### src/hdl/bijective_template_matcher_assert.svh
// ----------------------------------------------------------------------------
// Assertion macros for the bijective template matcher
// Shorthand for clocked, reset-qualified property checks.
// ----------------------------------------------------------------------------
`ifndef BIJECTIVE_TEMPLATE_MATCHER_ASSERT_SVH
`define BIJECTIVE_TEMPLATE_MATCHER_ASSERT_SVH

// Check a consequent in the same cycle as its antecedent.
`define BTM_ASSERT_SAME(lbl, ante, cons, msg) \
  lbl: assert property (@(posedge clk) disable iff (!rst_n) (ante) |-> (cons)) \
    else $error(msg);

// Check a consequent in the cycle after its antecedent.
`define BTM_ASSERT_NEXT(lbl, ante, cons, msg) \
  lbl: assert property (@(posedge clk) disable iff (!rst_n) (ante) |=> (cons)) \
    else $error(msg);

`endif

### src/hdl/bjm_pkg.sv
// ----------------------------------------------------------------------------
// bjm_pkg
// Shared types, codes and defaults of the bijective template matcher.
// ----------------------------------------------------------------------------
package bjm_pkg;

  localparam int TEMPLATE_DEPTH_DEF = 1024;
  localparam int SYMBOL_CELLS_DEF   = 32;
  localparam int SYM_W              = 8;
  localparam int VAL_W              = 32;
  localparam int CMD_W              = 2;

  typedef enum logic [CMD_W-1:0] {
    CMD_CLEAR  = 2'd0,
    CMD_APPEND = 2'd1,
    CMD_SYMBOL = 2'd2
  } cmd_t;

  typedef enum logic [2:0] {
    VERDICT_MATCH     = 3'd0,
    VERDICT_LENGTH    = 3'd1,
    VERDICT_CONFLICT  = 3'd2,
    VERDICT_REUSED    = 3'd3,
    VERDICT_EXHAUSTED = 3'd4
  } verdict_t;

  typedef enum logic {
    ST_IDLE = 1'b0,
    ST_LOOK = 1'b1
  } state_t;

  // One symbol/value pair as held in a cell and passed along the chain.
  typedef struct packed {
    logic             valid;
    logic [SYM_W-1:0] sym;
    logic [VAL_W-1:0] val;
  } pair_t;

  // Per-cell compare flags.
  typedef struct packed {
    logic sym;
    logic val;
  } hit_t;

endpackage

### src/hdl/bjm_cell.sv
// ----------------------------------------------------------------------------
// bjm_cell
// One pair cell: holds a symbol/value pair, compares it with the query and
// takes its neighbour's pair when the chain shifts.
// ----------------------------------------------------------------------------
module bjm_cell (
  input  logic                      clk,
  input  logic                      rst_n,
  input  logic                      clear,
  input  logic                      shift,
  input  bjm_pkg::pair_t            pair_i,
  input  logic [bjm_pkg::SYM_W-1:0] q_sym,
  input  logic [bjm_pkg::VAL_W-1:0] q_val,
  output bjm_pkg::pair_t            pair_o,
  output bjm_pkg::hit_t             hit_o
);

  logic                      valid_r;
  logic [bjm_pkg::SYM_W-1:0] sym_r;
  logic [bjm_pkg::VAL_W-1:0] val_r;

  always_ff @(posedge clk) begin
    if (!rst_n) begin
      valid_r <= 1'b0;
    end else if (clear) begin
      valid_r <= 1'b0;
    end else if (shift) begin
      valid_r <= pair_i.valid;
    end
  end

  // payload needs no reset: guarded by valid_r
  always_ff @(posedge clk) begin
    if (shift) begin
      sym_r <= pair_i.sym;
      val_r <= pair_i.val;
    end
  end

  assign pair_o.valid = valid_r;
  assign pair_o.sym   = sym_r;
  assign pair_o.val   = val_r;

  assign hit_o.sym = valid_r && (sym_r == q_sym);
  assign hit_o.val = valid_r && (val_r == q_val);

endmodule

### config.mk
export PLATFORM = sky130hd
export DESIGN_NAME = bjm_cell
export DESIGN_NICKNAME = d
export VERILOG_FILES = /design/src/hdl/bijective_template_matcher_assert.svh /design/src/hdl/bjm_pkg.sv /design/src/hdl/bjm_cell.sv
export SDC_FILE = /design/constraint.sdc
export NUM_CORES = 1
export LEC_CHECK = 0
export BUFFER_PORTS_ARGS = -buffer_cell sky130_fd_sc_hd__buf_2
export CAP_MARGIN = 0
export CELL_PAD_IN_SITES_DETAIL_PLACEMENT = 1
export CELL_PAD_IN_SITES_GLOBAL_PLACEMENT = 1
export CORE_UTILIZATION = 29
export CTS_CLUSTER_DIAMETER = 50
export DETAILED_ROUTE_END_ITERATION = 10
export PLACE_DENSITY_LB_ADDON = 0.1
export SLEW_MARGIN = 15
export SYNTH_ARGS = -nofsm -noshare
export SYNTH_HDL_FRONTEND = slang
export SYNTH_SLANG_ARGS = --single-unit
### constraint.sdc
create_clock -name clk -period 1.3 [get_ports clk]
set_clock_uncertainty 0.05 [all_clocks]
set_input_delay 0.065 -clock clk [delete_from_list [all_inputs] [get_ports clk]]
set_output_delay 0.065 -clock clk [all_outputs]
set_load 0.01 [all_outputs]
==> reports/results.txt, run 1 <==
Outcome - finished, violations left
Violated checks - negative setup slack
Power per cell area - 1010 nW/um^2
Largest net degree at the start of global routing - 25
Placed Area - 2450 sq um
Global Route Usage Sum - 0.168
Slew HR - 0.794
Internal power - 2.28 mW
Reg2Reg Depth - 2
Drt pass-1 iters - 4
Post-Synthesis Cells - 99
Max Clock Freq - 0.567 GHz
CTS H-Tree Depth - 2
Crit Path Max Fanout - 2
Min Clock Period, post-route - 1.76 ns
Post-synth EDFFs - 40
Final worst slack - -0.464 ns
Final WL - 4930 um
Final period util - 1.36
Number of setup buffers added after CTS - 0
Simple-Gate Fraction of Synth Area - 0.0600
Req. time, crit path - 1.19 ns
Hold path endpoint - valid_r$_SDFFE_PP0P_
I/O Pins - 128
Number of I/O port buffers - 127
Slew Limit Fails - 0
Initial antenna violation count - 0
Asr flop ratio synth - 0
Area Growth Syn to Fin - 75.8%
Share of power burned in registers - 0.545
Logic pwr share - 0.190
DR vias - 1512
CP max stage cell - edfxtp_1
Clock Power Share - 0.265
Core Area - 5570 sq um
Worst Hold Slack - 0.0402 ns
Largest area contributor in the netlist - edfxtp_1
Post-synthesis compound-gate area fraction - 0
Clock tree root buffer cell - clkbuf_8
Largest family of logic cells by synthesized area - XOR/XNOR gates
Min-delay src - pair_i[40]
Sequential area share after synthesis - 0.722
WP buf/inv - 1
# clock sinks - 41
Peak VDD IR - 0.543 mV
Global route total overflow - 0
Hold path depth - 3
Yosys cell types - 13
Post-synth top flop - edfxtp_1
Number of CTS-inserted buffers - 5
RR Startpoint - valid_r$_SDFFE_PP0P_
Share of cells above drive strength 1 - 0.507
Syn nets - 184
Top-count cell post-synth - edfxtp_1
Max-cap violation count - 0
Mapped Area - 1690 sq um
Post-DR wirelength/cell - 14.0 um
Worst setup path start - val_r[22]$_DFFE_PP_
Startpoint types - flop
Yosys warnings - 0
WP data arrival - 1.65 ns
Initial core utilization - 0.303
Mux contribution to synthesized area - 0.00592
Yosys top cell area share - 0.711
Slew of the pin with the lowest slew margin - 0.309 ns
Post-Synth Adder-Cell Area - 0
Switching Fraction - 0.242
Worst-Skew Late Latency - 0.29 ns
Fin nets - 364
Post-route ant nets - 0
Routability cong. - 0.699
RSZ-0062 raised after global routing - yes
Design area - 2970 sq um
Die height - 78.3 um
CTS clk-pin slew, worst paths - 0.08 ns
CP delay by family, top - simple AND/OR/NAND/NOR gates
Initial DRC count - 30
Worst path cell trace - xor2_1, nor4_2, nand4_1, nor3_2, buf_2
Via/cell ratio - 4.30
Setup-failing EPs final - 2
R2R Setup Slk - 0.55 ns
Vias in the first global route - 1687
Antenna Cells - 0
Drt drc - 0
Top cell types by occurrence after synthesis - edfxtp_1, xor2_1, nor4_1
Clock Tree Buf Depth - 2
HPWL after DPL - 3650 um
CP endpoint kind - output pin
Net Sw Power - 726 uW
Reg2reg end - valid_r$_SDFFE_PP0P_
Crit path kind - flop to output pin
First-pass GRT wire length - 7630 um
Final Hold Violating Endpoints - 0
Leakage - 1.32 nW
# rows - 27
Clock tree from TritonCTS - built
CP max stage delay - 0.40 ns
Synth top area cells - edfxtp_1, xor2_1, xnor2_1
Die Footprint - 6140 sq um
Seq cells post-synth - 41
Xor/xnor share of the synthesized area - 0.207
Synthesized area per cell - 17.1 sq um
Tightest Hold Check Type - input port to flop
Die width - 78.3 um
sequential cells by signal, indices dropped and copies added, names as in the netlist:
name and count:
sym_r 8, valid_r 1, val_r 32
worst max path at each step:
stage | slack, ns | to | cells after the start
floorplan | -0.02 | hit_o[0] | 4
detailed placement | -0.21 | hit_o[0] | 5
global route | -0.62 | hit_o[0] | 5
CTS | -0.52 | hit_o[0] | 5
finish | -0.46 | hit_o[0] | 5
global placement | -0.21 | hit_o[0] | 5
metal layers:
layer  track usage  wire length, um
met1         0.155             1680
met4        0.0500               25
met3        0.0547              379
met2         0.341             2840
met5             0                0
tightest hold or removal path, delay by kind of cell:
kind / cells / cell delay (ns)
AND/OR/NAND/NOR: 1 / 0.06
buffers and inverters: 1 / 0.09
multiplexers: 1 / 0.12
logic make-up after synthesis:
| logic type | after synthesis |
|---|---|
| multiplexers | 1 |
| buffers and inverters | 1 |
| AND/OR/NAND/NOR | 16 |
| flip-flops | 41 |
| XOR/XNOR | 40 |
power by group through the flow:
stage | Sequential (mW) | Combinational (mW) | Clock, mW
final | 1.63 | 0.570 | 0.797
after global routing | 1.65 | 0.620 | 0.883
after CTS | 1.64 | 0.564 | 0.840
after detailed placement | 1.67 | 0.459 | 0
after global placement | 1.66 | 0.446 | 0
after floorplan | 1.71 | 0.114 | 0
layout make-up:
type | count | area (sq um)
well taps | 72 | 90.1
fillers | 623 | 2600
multi-input cells | 57 | 487
clock buffers | 8 | 80.1
flip-flops and latches | 41 | 1220
repair buffers | 174 | 1090
through the flow:
stage                     setup TNS, ns   util  power, mW  setup slack (ns)  cells
final                            -0.734  0.533       3.00            -0.464    352
after CTS                        -0.870  0.530       3.04            -0.519    352
after global routing             -0.988  0.533       3.15            -0.622    352
after detailed placement         -0.224  0.439       2.13            -0.213    302
after global placement           -0.207  0.439       2.10            -0.207    302
after floorplan                 -0.0212      -       1.83           -0.0212     99
layout by cell type (no fill, tap or decap), drive strengths merged:
master	count
buf	132
dlygate4sd3	42
edfxtp	40
xor2	34
clkbuf	8
nor4	8
xnor2	6
nand4	2
nand3	2
nor3	2
and3	1
mux2i	1
nor3b	1
dfxtp	1
repair_timing:
action,CTS,global route
hold endpoints to repair,41,0
hold buffers,42,0
setup endpoints to repair,2,2
gates resized for setup,1,3
pin swaps,1,3
No activity file was read; power rests on OpenSTA's default activity.
==> run 2, diff against run 1 <==
--- a/config.mk
+++ b/config.mk
@@ -5,6 +5,7 @@
 export SDC_FILE = /design/constraint.sdc
 export NUM_CORES = 1
 export LEC_CHECK = 0
+export ABC_AREA = 1
 export BUFFER_PORTS_ARGS = -buffer_cell sky130_fd_sc_hd__buf_2
 export CAP_MARGIN = 0
 export CELL_PAD_IN_SITES_DETAIL_PLACEMENT = 1
==> run 2 against run 1 <==
The flow finishes with violations (design-rule violations, negative setup slack). Global-route usage increased by 0.59 points. Fmax increased by 14%. Clock-buffer cell count decreased by 2. Hold slack improved by 0.0016 ns. Synthesized cell count increased by 110%. First-iteration DRC count increased by 120%. Sequential cell count unchanged. Sequential share of layout area decreased by 3.8 points. Combinational power increased by 16%. Critical endpoint unchanged. Largest power group unchanged.
==> reports/results.txt, run 2 <==
Global route total overflow - 0 (unchanged)
Largest net degree at the start of global routing - 21 (-16%)
Initial antenna violation count - 0 (unchanged)
Post-synth top flop - edfxtp_1
RSZ-0062 raised after global routing - yes
Req. time, crit path - 1.19 ns (about the same)
Min Clock Period, post-route - 1.55 ns (-0.215 ns)
Routability cong. - 0.739 (+5.7%)
Final Hold Violating Endpoints - 0 (unchanged)
# clock sinks - 41 (unchanged)
Placed Instances - 411 (+36%)
Yosys top cell area share - 0.617 (-0.0932)
Drt pass-1 iters - 7 (+3)
Slew of the pin with the lowest slew margin - 0.275 ns (-0.0345 ns)
Peak VDD IR - 0.544 mV (+0.23%)
Final period util - 1.19 (-0.165)
Global Route Usage Sum - 0.174 (+0.00589)
Core Area - 6420 sq um (+15%)
Number of I/O port buffers - 127 (unchanged)
Initial core utilization - 0.303 (-0.000313)
Max-cap violation count - 0 (unchanged)
# fillers - 804 (+29%)
Outcome - finished, violations left
Die height - 83.9 um (+7.1%)
Syn nets - 290 (+58%)
Share of cells above drive strength 1 - 0.398 (-0.109)
Area Growth Syn to Fin - 68.1%
Startpoint types - flop
Post-Synthesis Cells - 205 (+110%)
Clock Tree Buf Depth - 2 (unchanged)
Initial DRC count - 65 (+120%)
Top-count cell post-synth - nand2_1
Worst-Skew Late Latency - 0.29 ns (about the same)
Slew Limit Fails - 0 (unchanged)
WP data arrival - 1.43 ns (-0.22 ns)
Power per cell area - 950 nW/um^2 (-5.9%)
Fin util - 0.509 (-0.0239)
First-pass GRT wire length - 9560 um (+25%)
Violated checks - design-rule violations, negative setup slack
CP delay by family, top - simple AND/OR/NAND/NOR gates
Slew HR - 0.817 (+0.0230)
Vias in the first global route - 2157 (+28%)
I/O Pins - 128 (unchanged)
Mapped Area - 1950 sq um (+15%)
Post-DR wirelength/cell - 12.5 um (-11%)
CP endpoint kind - output pin
Final worst slack - -0.249 ns (+0.215 ns)
Max FFs per register - 32 (unchanged)
HPWL after DPL - 4220 um (+16%)
Synthesized area per cell - 9.49 sq um (-44%)
Biggest regs - val_r (32), sym_r (8), valid_r (1)
Die width - 83.9 um (+7.1%)
Tightest Hold Check Type - input port to flop
Crit Path Max Fanout - 3 (+1)
Final WL - 5810 um (+18%)
Clock tree root buffer cell - clkbuf_8
Post-route ant nets - 0 (unchanged)
Die Footprint - 7040 sq um (+15%)
Clock tree from TritonCTS - built
Crit path kind - flop to output pin
Number of CTS-inserted buffers - 5 (unchanged)
# rows - 29 (+7.4%)
Largest register by flop count - val_r
Commonest non-fill, non-tap cell in the layout - buf_2
Top cell types by occurrence after synthesis - nand2_1, inv_1, edfxtp_1
Sequential area share after synthesis - 0.628 (-0.0948)
CP max stage cell - edfxtp_1
Antenna Cells - 0 (unchanged)
Leakage - 1.66 nW (+26%)
Asr flop ratio synth - 0 (unchanged)
Worst path cell trace - inv_1, nand2_1, o21ai_1, nor2_1, nand2_1, nor2_2, nand3_2, nor2_2, buf_2
Commonest cells after routing, fill and taps aside - buf_2, nand2_1, dlygate4sd3_1
Max Clock Freq - 0.645 GHz (+14%)
Yosys warnings - 0 (unchanged)
WP buf/inv - 2 (+1)
Largest area contributor in the netlist - edfxtp_1
Post-Layout Cell Count - 466 (+32%)
CTS clk-pin slew, worst paths - 0.08 ns (about the same)
Drt drc - 16 (+16)
Fin nets - 473 (+30%)
CTS H-Tree Depth - 2 (unchanged)
Synth top area cells - edfxtp_1, nand2_1, inv_1
Yosys cell types - 21 (+8)
Setup-failing EPs final - 2 (unchanged)
Post-synth EDFFs - 40 (unchanged)
Via/cell ratio - 4.21 (-1.9%)
CP max stage delay - 0.37 ns (-0.03 ns)
Seq cells post-synth - 41 (unchanged)
DR vias - 1963 (+30%)
-- run 2: cell families (layout without fill, tap and decap cells) --
group | count (synthesis) | in the layout | share of synthesized area
flip-flops | 41 | 41 | 0.628
AO/OA/AOI/OAI | 15 | 15 | 0.0444
buffers and inverters | 47 | 231 | 0.0926
XOR/XNOR | 11 | 11 | 0.0495
AND/OR/NAND/NOR | 91 | 91 | 0.186
-- run 2: timing repair --
item	CTS	global route
setup endpoints to repair	2	2
gates resized for setup	4	5
hold buffers	43	0
pin swaps	8	0
setup buffers	3	1
endpoints found under the hold margin	43	0
-- run 2: worst register-to-register path: cells and delay by family, from the launching register on --
| family | cells | cell delay [ns] |
|---|---|---|
| AOI/OAI and AO/OA | 1 | 0.05 |
| buffers and inverters | 1 | 0.07 |
| DFF | 1 | 0.34 |
| and+or+nand+nor | 2 | 0.27 |
-- run 2: layout make-up --
cell class	instances	area, sq um	share of cell area
clock buffer	6	72.6	0.0222
multi-input combinational	117	567	0.173
timing repair buffer	177	1130	0.346
tap	77	96.3	0.0295
sequential	41	1220	0.373
inverter	46	173	0.0528
clock inverter	2	10.0	0.00306
-- run 2: path summary, 6_finish.rpt --
check / from / endpoint / slack (ns) / depth (start not counted)
worst min register to register: valid_r$_SDFFE_PP0P_ / valid_r$_SDFFE_PP0P_ / 0.63 / 4
worst max-delay path: val_r[7]$_DFFE_PP_ / hit_o[0] / -0.25 / 9
worst min-delay path: pair_i[40] / valid_r$_SDFFE_PP0P_ / 0.04 / 3
worst max register to register: valid_r$_SDFFE_PP0P_ / valid_r$_SDFFE_PP0P_ / 0.45 / 4
-- run 2: where the power goes --
| part | internal, mW | leakage, nW | switching (mW) |
|---|---|---|---|
| sequential | 1.57 | 0.400 | 0.0635 |
| clock | 0.373 | 0.0450 | 0.446 |
| combinational | 0.353 | 1.22 | 0.305 |
-- run 2: routing by layer --
layer,up-vias,share of wire,track usage
met1,889,0.39,0.192
met2,63,0.55,0.326
met3,8,0.051,0.0336
met5,-,0,0
li1,1003,-,-
met4,0,0.013,0.0674
-- run 2: per-stage QoR --
step	worst slack, ns	power (mW)	cell area, sq um	setup TNS [ns]	hold slack, ns
after floorplan	0.171	1.88	1950	0	0.0911
after global placement	0.0342	2.18	2710	0	0.179
final	-0.249	3.11	3270	-0.383	0.0419
after global routing	-0.433	3.28	3270	-0.738	0.0550
after detailed placement	0.00248	2.19	2710	0	0.180
after CTS	-0.297	3.14	3250	-0.485	0.0185
